**src/design/plc_pkg.sv**
```systemverilog
// ----------------------------------------------------------------------------
// plc_pkg: shared types and constants for the load-cell calibration block
// Holds the point layout, the config register indexes and the queue item.
// ----------------------------------------------------------------------------
package plc_pkg;

    localparam int ADC_W     = 12;
    localparam int GRAM_W    = 16;
    localparam int POINT_W   = 28;
    localparam int CFG_NUM   = 5;
    localparam int CFG_IDX_W = 3;
    localparam int DIV_STEPS = GRAM_W;

    typedef logic [POINT_W-1:0] t_point;

    // register indexes of the config port
    localparam logic [CFG_IDX_W-1:0] REG_POINT_ONE   = 3'd0;
    localparam logic [CFG_IDX_W-1:0] REG_POINT_TWO   = 3'd1;
    localparam logic [CFG_IDX_W-1:0] REG_POINT_THREE = 3'd2;
    localparam logic [CFG_IDX_W-1:0] REG_POINT_FOUR  = 3'd3;
    localparam logic [CFG_IDX_W-1:0] REG_POINT_FIVE  = 3'd4;

    localparam t_point PT_RESET [CFG_NUM] = '{
        28'd292, 28'd475636, 28'd832151, 28'd1229642, 28'd1639437
    };

    // classified sample handed from front to back
    typedef struct packed {
        logic                     direct;   // base is the final answer
        logic [GRAM_W-1:0]        base;     // lower gram value or clamp value
        logic [ADC_W-1:0]         off;      // count minus segment start
        logic [ADC_W-1:0]         width;    // segment width in counts
        logic signed [GRAM_W:0]   dg;       // gram rise over the segment
    } t_item;

endpackage

```
**src/design/plc_adc_if.sv**
```systemverilog
// ----------------------------------------------------------------------------
// plc_adc_if: sample channel
// Carries one ADC count per beat with valid/ready flow control.
// ----------------------------------------------------------------------------
interface plc_adc_if;
    logic                      valid;
    logic                      ready;
    logic [plc_pkg::ADC_W-1:0] raw_count;

    modport source (output valid, output raw_count, input ready);
    modport sink   (input valid, input raw_count, output ready);
endinterface

```
**src/design/plc_weight_if.sv**
```systemverilog
// ----------------------------------------------------------------------------
// plc_weight_if: weight channel
// Carries one weight in grams per beat with valid/ready flow control.
// ----------------------------------------------------------------------------
interface plc_weight_if;
    logic                       valid;
    logic                       ready;
    logic [plc_pkg::GRAM_W-1:0] weight_grams;

    modport source (output valid, output weight_grams, input ready);
    modport sink   (input valid, input weight_grams, output ready);
endinterface

```
**src/design/piecewise_linear_calibration.sv**
```systemverilog
// ----------------------------------------------------------------------------
// piecewise_linear_calibration: load-cell count to grams
// Top level: front classification, item queue and arithmetic back end.
// ----------------------------------------------------------------------------
// Takes one 12-bit ADC count per beat and returns one weight in grams per beat,
// in order, at one sample per clock while the output is not stalled. The path
// is one front register, one queue slot, a multiply stage, a divide setup stage,
// 16 divide stages (one quotient bit each) and the output register, most of it
// the divide pipe. Points are to be written through the config port while the
// block is idle; the block itself does not enforce this. Point index 0..4 maps
// to register bits ADC count 11:0, grams 27:12.
module piecewise_linear_calibration #(
    parameter int CAL_POINTS = 5
) (
    input  logic                          i_clk,
    input  logic                          i_rst_n,
    input  logic                          i_cfg_we,
    input  logic [plc_pkg::CFG_IDX_W-1:0] i_cfg_idx,
    input  logic [plc_pkg::POINT_W-1:0]   i_cfg_data,
    plc_adc_if.sink                       i_sample,
    plc_weight_if.source                  o_weight
);

    logic           f_v, q_full, q_empty, pop;
    plc_pkg::t_item f_item, q_item;

    plc_front #(.CAL_POINTS(CAL_POINTS)) u_front (
        .i_clk       (i_clk),
        .i_rst_n     (i_rst_n),
        .i_cfg_we    (i_cfg_we),
        .i_cfg_idx   (i_cfg_idx),
        .i_cfg_data  (i_cfg_data),
        .i_valid     (i_sample.valid),
        .o_ready     (i_sample.ready),
        .i_raw_count (i_sample.raw_count),
        .o_valid     (f_v),
        .i_ready     (!q_full),
        .o_item      (f_item)
    );

    plc_queue u_queue (
        .i_clk   (i_clk),
        .i_rst_n (i_rst_n),
        .i_push  (f_v && !q_full),
        .i_item  (f_item),
        .o_full  (q_full),
        .i_pop   (pop),
        .o_empty (q_empty),
        .o_item  (q_item)
    );

    plc_back u_back (
        .i_clk          (i_clk),
        .i_rst_n        (i_rst_n),
        .i_empty        (q_empty),
        .i_item         (q_item),
        .o_pop          (pop),
        .o_valid        (o_weight.valid),
        .i_ready        (o_weight.ready),
        .o_weight_grams (o_weight.weight_grams)
    );

endmodule

```
**src/design/plc_front.sv**
```systemverilog
// ----------------------------------------------------------------------------
// plc_front: calibration registers and segment classification
// Holds the points, finds the segment of each sample and registers the item.
// ----------------------------------------------------------------------------
module plc_front #(
    parameter int CAL_POINTS = 5
) (
    input  logic                          i_clk,
    input  logic                          i_rst_n,
    input  logic                          i_cfg_we,
    input  logic [plc_pkg::CFG_IDX_W-1:0] i_cfg_idx,
    input  logic [plc_pkg::POINT_W-1:0]   i_cfg_data,
    input  logic                          i_valid,
    output logic                          o_ready,
    input  logic [plc_pkg::ADC_W-1:0]     i_raw_count,
    output logic                          o_valid,
    input  logic                          i_ready,
    output plc_pkg::t_item                o_item
);

    plc_pkg::t_point r_pt [CAL_POINTS];
    logic            r_v;
    plc_pkg::t_item  r_item;
    plc_pkg::t_item  n_item;

    // point registers; points past the last config register keep their reset
    always_ff @(posedge i_clk) begin
        for (int i = 0; i < CAL_POINTS; i++) begin
            if (!i_rst_n) begin
                r_pt[i] <= plc_pkg::PT_RESET[(i < plc_pkg::CFG_NUM) ? i : plc_pkg::CFG_NUM-1];
            end else if (i_cfg_we && int'(i_cfg_idx) == i && i < plc_pkg::CFG_NUM) begin
                r_pt[i] <= i_cfg_data;
            end
        end
    end

    // classify: clamp low, clamp high, first matching segment (direct if zero width), or no match
    always_comb begin
        logic                      found;
        logic [plc_pkg::ADC_W-1:0] a0, a1;
        logic [plc_pkg::GRAM_W-1:0] g0, g1;
        found = 1'b0;
        a0 = '0; a1 = '0; g0 = '0; g1 = '0;
        for (int i = CAL_POINTS-2; i >= 0; i--) begin
            if (i_raw_count >= r_pt[i][11:0] && i_raw_count <= r_pt[i+1][11:0]) begin
                found = 1'b1;
                a0 = r_pt[i][11:0];
                a1 = r_pt[i+1][11:0];
                g0 = r_pt[i][27:12];
                g1 = r_pt[i+1][27:12];
            end
        end
        n_item.off   = i_raw_count - a0;
        n_item.width = a1 - a0;
        n_item.dg    = $signed({1'b0, g1}) - $signed({1'b0, g0});
        n_item.base  = g0;
        n_item.direct = 1'b0;
        if (i_raw_count <= r_pt[0][11:0]) begin
            n_item.direct = 1'b1;
            n_item.base   = r_pt[0][27:12];
        end else if (i_raw_count >= r_pt[CAL_POINTS-1][11:0]) begin
            n_item.direct = 1'b1;
            n_item.base   = r_pt[CAL_POINTS-1][27:12];
        end else if (!found) begin
            n_item.direct = 1'b1;
            n_item.base   = '0;
        end else if (a1 == a0) begin
            n_item.direct = 1'b1;
        end
    end

    assign o_ready = !r_v || i_ready;
    assign o_valid = r_v;
    assign o_item  = r_item;

    always_ff @(posedge i_clk) begin
        if (!i_rst_n) begin
            r_v <= 1'b0;
        end else if (o_ready) begin
            r_v <= i_valid;
        end
    end

    always_ff @(posedge i_clk) begin
        if (o_ready && i_valid) begin
            r_item <= n_item;
        end
    end

endmodule

```
**src/design/plc_queue.sv**
```systemverilog
// ----------------------------------------------------------------------------
// plc_queue: two-entry queue between classification and arithmetic
// Lets the front keep taking samples while the back is stalled, until both entries are full.
// ----------------------------------------------------------------------------
module plc_queue (
    input  logic           i_clk,
    input  logic           i_rst_n,
    input  logic           i_push,
    input  plc_pkg::t_item i_item,
    output logic           o_full,
    input  logic           i_pop,
    output logic           o_empty,
    output plc_pkg::t_item o_item
);

    plc_pkg::t_item r_mem [2];
    logic           r_wp;
    logic           r_rp;
    logic [1:0]     r_cnt;

    assign o_full  = (r_cnt == 2'd2);
    assign o_empty = (r_cnt == 2'd0);
    assign o_item  = r_mem[r_rp];

    always_ff @(posedge i_clk) begin
        if (!i_rst_n) begin
            r_wp  <= 1'b0;
            r_rp  <= 1'b0;
            r_cnt <= '0;
        end else begin
            if (i_push) r_wp <= !r_wp;
            if (i_pop)  r_rp <= !r_rp;
            r_cnt <= r_cnt + 2'(i_push) - 2'(i_pop);
        end
    end

    always_ff @(posedge i_clk) begin
        if (i_push) begin
            r_mem[r_wp] <= i_item;
        end
    end

endmodule

```
**src/design/plc_back.sv**
```systemverilog
// ----------------------------------------------------------------------------
// plc_back: interpolation arithmetic
// Multiply, then a pipelined restoring divide (one quotient bit a stage),
// then the signed add to the lower gram value. The whole pipe stalls together.
// ----------------------------------------------------------------------------
module plc_back (
    input  logic                       i_clk,
    input  logic                       i_rst_n,
    input  logic                       i_empty,
    input  plc_pkg::t_item             i_item,
    output logic                       o_pop,
    output logic                       o_valid,
    input  logic                       i_ready,
    output logic [plc_pkg::GRAM_W-1:0] o_weight_grams
);

    localparam int N = plc_pkg::DIV_STEPS;

    logic en;

    // multiply stage
    logic                        r_m_v, r_m_direct;
    logic [plc_pkg::GRAM_W-1:0]  r_m_base;
    logic [plc_pkg::ADC_W-1:0]   r_m_width;
    logic signed [29:0]          r_m_prod;

    // divide stages: index 0 is the setup stage, N the last quotient bit
    logic                        r_d_v      [N+1];
    logic                        r_d_direct [N+1];
    logic                        r_d_neg    [N+1];
    logic [plc_pkg::GRAM_W-1:0]  r_d_base   [N+1];
    logic [plc_pkg::ADC_W-1:0]   r_d_width  [N+1];
    logic [plc_pkg::ADC_W-1:0]   r_d_rem    [N+1];
    logic [N-1:0]                r_d_low    [N+1];
    logic [N-1:0]                r_d_q      [N+1];

    // output register
    logic                        r_o_v;
    logic [plc_pkg::GRAM_W-1:0]  r_o_w;

    logic [29:0]                 mag;
    logic [plc_pkg::GRAM_W-1:0]  n_w;

    assign en    = !r_o_v || i_ready;
    assign o_pop = en && !i_empty;
    assign mag   = r_m_prod[29] ? 30'(-r_m_prod) : 30'(r_m_prod);

    // valid bits
    always_ff @(posedge i_clk) begin
        if (!i_rst_n) begin
            r_m_v <= 1'b0;
            r_o_v <= 1'b0;
            for (int k = 0; k <= N; k++) r_d_v[k] <= 1'b0;
        end else if (en) begin
            r_m_v    <= !i_empty;
            r_d_v[0] <= r_m_v;
            for (int k = 1; k <= N; k++) r_d_v[k] <= r_d_v[k-1];
            r_o_v    <= r_d_v[N];
        end
    end

    // datapath
    always_ff @(posedge i_clk) begin
        logic [plc_pkg::ADC_W:0] trial;
        if (en) begin
            r_m_direct <= i_item.direct;
            r_m_base   <= i_item.base;
            r_m_width  <= i_item.width;
            r_m_prod   <= $signed({1'b0, i_item.off}) * $signed(i_item.dg);

            r_d_direct[0] <= r_m_direct;
            r_d_neg[0]    <= r_m_prod[29];
            r_d_base[0]   <= r_m_base;
            r_d_width[0]  <= r_m_width;
            r_d_rem[0]    <= mag[27:16];
            r_d_low[0]    <= mag[15:0];
            r_d_q[0]      <= '0;

            for (int k = 1; k <= N; k++) begin
                trial = {r_d_rem[k-1], r_d_low[k-1][N-k]};
                r_d_direct[k] <= r_d_direct[k-1];
                r_d_neg[k]    <= r_d_neg[k-1];
                r_d_base[k]   <= r_d_base[k-1];
                r_d_width[k]  <= r_d_width[k-1];
                r_d_low[k]    <= r_d_low[k-1];
                if (trial >= {1'b0, r_d_width[k-1]}) begin
                    r_d_rem[k] <= 12'(trial - {1'b0, r_d_width[k-1]});
                    r_d_q[k]   <= r_d_q[k-1] | (N'(1) << (N-k));
                end else begin
                    r_d_rem[k] <= trial[plc_pkg::ADC_W-1:0];
                    r_d_q[k]   <= r_d_q[k-1];
                end
            end
            r_o_w <= n_w;
        end
    end

    // final add; a matched segment always lands between its gram values
    always_comb begin
        if (r_d_direct[N]) begin
            n_w = r_d_base[N];
        end else if (r_d_neg[N]) begin
            n_w = r_d_base[N] - r_d_q[N];
        end else begin
            n_w = r_d_base[N] + r_d_q[N];
        end
    end

    assign o_valid        = r_o_v;
    assign o_weight_grams = r_o_w;

endmodule

```
**src/flat_wrapper.sv**
```systemverilog
// flat-port wrapper written by rule: the top's interface ports become plain ports
module piecewise_linear_calibration_flat 
#(
    parameter int CAL_POINTS = 5
)
  (i_clk, i_rst_n, i_cfg_we, i_cfg_idx, i_cfg_data, i_sample_valid, i_sample_raw_count, i_sample_ready, o_weight_valid, o_weight_weight_grams, o_weight_ready);
  plc_adc_if i_sample_i ();
  plc_weight_if o_weight_i ();
  input  logic i_clk;
  input  logic i_rst_n;
  input  logic i_cfg_we;
  input  logic [plc_pkg::CFG_IDX_W-1:0] i_cfg_idx;
  input  logic [plc_pkg::POINT_W-1:0] i_cfg_data;
  input wire logic [$bits(i_sample_i.valid)-1:0] i_sample_valid;
  input wire logic [$bits(i_sample_i.raw_count)-1:0] i_sample_raw_count;
  output wire logic [$bits(i_sample_i.ready)-1:0] i_sample_ready;
  output wire logic [$bits(o_weight_i.valid)-1:0] o_weight_valid;
  output wire logic [$bits(o_weight_i.weight_grams)-1:0] o_weight_weight_grams;
  input wire logic [$bits(o_weight_i.ready)-1:0] o_weight_ready;
  assign i_sample_i.valid = i_sample_valid;
  assign i_sample_i.raw_count = i_sample_raw_count;
  assign i_sample_ready = i_sample_i.ready;
  assign o_weight_valid = o_weight_i.valid;
  assign o_weight_weight_grams = o_weight_i.weight_grams;
  assign o_weight_i.ready = o_weight_ready;
  piecewise_linear_calibration #(.CAL_POINTS(CAL_POINTS)) u_core (.i_clk(i_clk), .i_rst_n(i_rst_n), .i_cfg_we(i_cfg_we), .i_cfg_idx(i_cfg_idx), .i_cfg_data(i_cfg_data), .i_sample(i_sample_i), .o_weight(o_weight_i));
endmodule
```
**config.mk**
```make
export PLATFORM = sky130hd
export DESIGN_NAME = piecewise_linear_calibration_flat
export DESIGN_NICKNAME = d
export VERILOG_FILES = /design/src/design/plc_pkg.sv /design/src/design/plc_adc_if.sv /design/src/design/plc_weight_if.sv /design/src/design/piecewise_linear_calibration.sv /design/src/design/plc_front.sv /design/src/design/plc_queue.sv /design/src/design/plc_back.sv /design/src/flat_wrapper.sv
export SDC_FILE = /design/constraint.sdc
export NUM_CORES = 2
export LEC_CHECK = 0
export ABC_AREA = 1
export BUFFER_PORTS_ARGS = -buffer_cell sky130_fd_sc_hd__buf_2
export CAP_MARGIN = 20
export CELL_PAD_IN_SITES_DETAIL_PLACEMENT = 1
export CELL_PAD_IN_SITES_GLOBAL_PLACEMENT = 1
export CORE_MARGIN = 5
export CORE_UTILIZATION = 58
export CTS_BUF_LIST = sky130_fd_sc_hd__clkbuf_4
export CTS_CLUSTER_SIZE = 10
export DETAILED_ROUTE_END_ITERATION = 12
export PLACE_DENSITY_LB_ADDON = 0.1
export SLEW_MARGIN = 20
export SYNTH_ARGS = -nofsm -noshare
export SYNTH_HDL_FRONTEND = slang
export SYNTH_SLANG_ARGS = --single-unit
```
**constraint.sdc**
```tcl
create_clock -name i_clk -period 35.3 [get_ports i_clk]
set_input_delay 1.765 -clock i_clk [delete_from_list [all_inputs] [get_ports i_clk]]
set_output_delay 1.765 -clock i_clk [all_outputs]
set_load 0.005 [all_outputs]
```
==> reports/results.txt <==
The flow ran to the end, and the final reports show no timing, DRC or antenna violations. The floorplan step defined a die boundary enclosing 124,000 um^2. Hold repair after CTS inserted 0 buffers. The number of pins with negative max-slew slack in the final report is 0, and the required time of the worst setup path is 36.24 ns.

The worst path needs 7.63 ns of the cycle, external delays included. The logs give 5 for the detailed-router iteration count before antenna repair and 0 for the total of endpoints with negative setup slack in the final report. The tightest min-delay check is of the flip-flop to flip-flop type. During I/O placement, the number of pins put on the boundary was 66.

Sorting the synthesized cells by area gives the leading types as sky130_fd_sc_hd__edfxtp_1, sky130_fd_sc_hd__ha_1, sky130_fd_sc_hd__fa_1, sky130_fd_sc_hd__inv_1, sky130_fd_sc_hd__nand2_1. Setup repair after global routing left no endpoint under its margin. Summing all multi-input logic gate instances after layout gives 22,700 um^2. The HPWL after detailed placement is 116 mm.

The combined global-route utilization of all metal layers came out at 28.7%. The worst setup path is of the flip-flop to flip-flop kind. The run gives 58.4% as the initial core utilization. STA classifies the critical path endpoint as a flip-flop. The tool flagged a number of max-cap violations equal to 0. The run gives 60 as the distinct cell type count after synthesis.

The count of buffers added by post-CTS timing repair for setup was 0; the critical-path maximum fanout was 42. After global routing the overflow that remains totals 0. The number of global-route vias before repair came out at 49,225.

Largest net degree at the start of global routing: 198. Maximum achievable frequency: 131 MHz. The number of nets in the synthesized netlist is 6,354. Clock-pin slew was measured on the worst setup and hold paths at 0.08 ns. The run gives 3,258 as the violation count after the first detailed-route iteration. The clock passes through at most 4 buffers. After layout, the worst path uses 21.6% of the clock period. Once detail routing completed, the nets flagged for antenna violations numbered 0. The number of design rule violations left after detail routing was 0; the die outline height was 352 um. The layout has 11,982 filler cells.

The synthesized design spends more area on one cell type than any other, namely sky130_fd_sc_hd__edfxtp_1. Excluding fillers, the count of instances in the completed layout stands at 7,876. Number of enable flip-flop cells after synthesis: 1,367. The die is 352 um wide. At the end of routability-driven placement, the weighted congestion stood at 0.895. After detailed placement, the total cell area comes to 69,900 um^2. The actual slew at the worst max-slew pin came out at 1.11 ns. The number of nets in the finished design came out at 6,712. The average vias per placed instance was 5.70; the total negative slack was 0 ns. TritonCTS built the clock tree. Post-CTS repair changed the size of 0 cells. For this run, the register share of the synthesized area comes to 60.7%.

Register area: 41,200 um^2. After synthesis, the share of flip-flops with an asynchronous set or reset is 0%. The initialized floorplan defines 125 standard-cell rows.

In this run the mean area of a mapped cell was 11.9 um^2. The worst setup path is launched from a flip-flop. The first global-routing pass estimated 277 mm of wire. Counting tap cells, the placed design contains a total of 7,237 instances.

CTS saw 1,375 sinks. TritonCTS created 364 clock buffers. The tools report the hold violation count in the final report as 0. The initial antenna violation count was 8; the count of buffers inserted at the top-level ports was 65. The share of synthesized area in the top cell type comes to 60.5%. Across the routed clock network, the largest skew measured is 0.135 ns. The floorplan step defined a core boundary enclosing 116,000 um^2. The design area is 74,500 um^2, and the number of synthesized register bits is 1,375.

Among all flip-flop cells after synthesis, the most frequent one is sky130_fd_sc_hd__edfxtp_1. CTS placed an instance of sky130_fd_sc_hd__clkbuf_4 at the clock tree root. The total wire length is 178 mm. The cell count after synthesis came out at 5,721.

The ratio of cells with drive above 1 in the final layout came out at 12.0%. The area growth from synthesis to layout is 9.75%. After detailed routing, the average wire length per cell comes to 22.6 um. Measured against its own limit, the worst slew margin works out to 25.2%. Total number of vias: 44,873. The number of warnings reported in the yosys synthesis log was 0. Clock latency on the worst-skew pair, taken at its later pin, is 1.31 ns. The arrival time reported for the critical path endpoint was 8.57 ns; the depth of the CTS H-tree was 5.

The startpoint identified for the worst hold timing path is u_core.u_back.r_d_q[5][15]$_DFFE_PP_. After synthesis the cells add up to 67,900 um^2.
## metrics by stage
stage / worst slack (ns) / hold slack, ns / utilization (%)
2_1_floorplan: 18.40 / 0.400 / -
3_3_place_gp: 27.97 / 0.400 / 60.1
3_5_place_dp: 27.73 / 0.405 / 60.1
4_1_cts: 27.65 / 0.314 / 64.1
5_1_grt: 27.14 / 0.341 / 64.1
6_report: 27.67 / 0.339 / 64.1
## layout by cell type (no fill, tap or decap), types with 93 or more instances in the layout
cell and n:
sky130_fd_sc_hd__a21oi_1 340, sky130_fd_sc_hd__clkbuf_4 535, sky130_fd_sc_hd__edfxtp_1 1367, sky130_fd_sc_hd__fa_1 207
sky130_fd_sc_hd__ha_1 378, sky130_fd_sc_hd__inv_1 890, sky130_fd_sc_hd__nand2_1 830, sky130_fd_sc_hd__nand3_1 115
sky130_fd_sc_hd__nor2_1 542, sky130_fd_sc_hd__o21ai_0 196, sky130_fd_sc_hd__xnor2_1 93, sky130_fd_sc_hd__xor2_1 146
## logic make-up after synthesis
logic type,after synthesis,synth area share (%)
AOI/OAI and AO/OA,788,6.51
xor gates and xnor gates,239,3.08
adders and majority gates,585,13.1
buffers and inverters,1011,5.81
DFF,1375,60.7
muxes,35,0.570
and+or+nand+nor,1688,10.2
## worst max-delay path, stage by stage (launching register included)
cell and delay [ns]:
sky130_fd_sc_hd__dfxtp_2 0.90, sky130_fd_sc_hd__buf_4 0.57, sky130_fd_sc_hd__mux2i_1 0.92, sky130_fd_sc_hd__nor2_1 0.29, sky130_fd_sc_hd__fa_1 0.62, sky130_fd_sc_hd__inv_1 0.08, sky130_fd_sc_hd__fa_1 0.64, sky130_fd_sc_hd__inv_1 0.23
sky130_fd_sc_hd__fa_1 0.54, sky130_fd_sc_hd__fa_1 0.49, sky130_fd_sc_hd__inv_1 0.06, sky130_fd_sc_hd__fa_1 0.53, sky130_fd_sc_hd__inv_1 0.04, sky130_fd_sc_hd__ha_1 0.36, sky130_fd_sc_hd__nand2_1 0.13, sky130_fd_sc_hd__nor4_1 0.39
sky130_fd_sc_hd__nand4_1 0.14, sky130_fd_sc_hd__nand3_1 0.18, sky130_fd_sc_hd__nand3_1 0.09, sky130_fd_sc_hd__nand2_1 0.08, sky130_fd_sc_hd__xor2_1 0.06
## final timing paths
check                                          to  slack [ns]  cells after the start
max          u_core.u_back.r_m_prod[26]$_DFFE_PN_       27.67                     20
min          u_core.u_back.r_d_q[6][15]$_DFFE_PP_        0.34                      0
max reg2reg  u_core.u_back.r_m_prod[26]$_DFFE_PN_       27.67                     20
min reg2reg  u_core.u_back.r_d_q[6][15]$_DFFE_PP_        0.34                      0
## cell usage after synthesis (30+ instances only)
master                        n
sky130_fd_sc_hd__fa_1       207
sky130_fd_sc_hd__a31oi_1     50
sky130_fd_sc_hd__xnor2_1     93
sky130_fd_sc_hd__buf_2       43
sky130_fd_sc_hd__o211ai_1    30
sky130_fd_sc_hd__edfxtp_1  1367
sky130_fd_sc_hd__inv_1      893
sky130_fd_sc_hd__nor3_1      73
sky130_fd_sc_hd__clkbuf_1    42
sky130_fd_sc_hd__o21ai_0    196
sky130_fd_sc_hd__nand4_1     54
sky130_fd_sc_hd__o21ai_1     57
sky130_fd_sc_hd__nand2_1    836
sky130_fd_sc_hd__a21oi_1    340
sky130_fd_sc_hd__nand3_1    115
sky130_fd_sc_hd__ha_1       378
sky130_fd_sc_hd__nor2_1     546
sky130_fd_sc_hd__xor2_1     146
## state kept, by name, summed over array words and instances (netlist names), 2 cells and up, named ones only
register,flops
u_core.u_front.o_item,58
u_core.u_back.r_d_low,136
u_core.u_back.r_m_width,12
u_core.u_back.o_weight_grams,16
u_core.u_back.r_m_base,16
u_core.u_back.r_d_base,272
u_core.u_front.r_pt,140
u_core.u_back.r_m_prod,29
u_core.u_back.r_d_neg,17
u_core.u_back.r_d_direct,17
u_core.u_back.r_d_v,17
u_core.u_back.r_d_rem,192
u_core.u_queue.r_cnt,2
u_core.u_queue.r_mem,116
u_core.u_back.r_d_width,192
u_core.u_back.r_d_q,136
## layout make-up
cell class	count	share of cell area (%)
flip-flops and latches	1375	55.3
multi-input cells	3335	30.5
clock buffers	535	5.39
inverters	904	4.58
well taps	1524	2.56
repair buffers	99	0.830
clock inverters	90	0.712
diodes	14	0.0470
## metal layers
| layer | part of all wire [%] | GRT usage, % | routed length (um) | up-vias |
|---|---|---|---|---|
| li1 | - | - | - | 20379 |
| met1 | 39 | 34.7 | 69800 | 22440 |
| met2 | 50 | 49.2 | 89500 | 1529 |
| met3 | 5.5 | 5.46 | 9850 | 521 |
| met4 | 5.1 | 14.6 | 9140 | 4 |
| met5 | 0.015 | 0 | 26 | - |
Power is not shown: default switching activity piles up to over one toggle a cycle in this logic, so the estimate is an artifact.
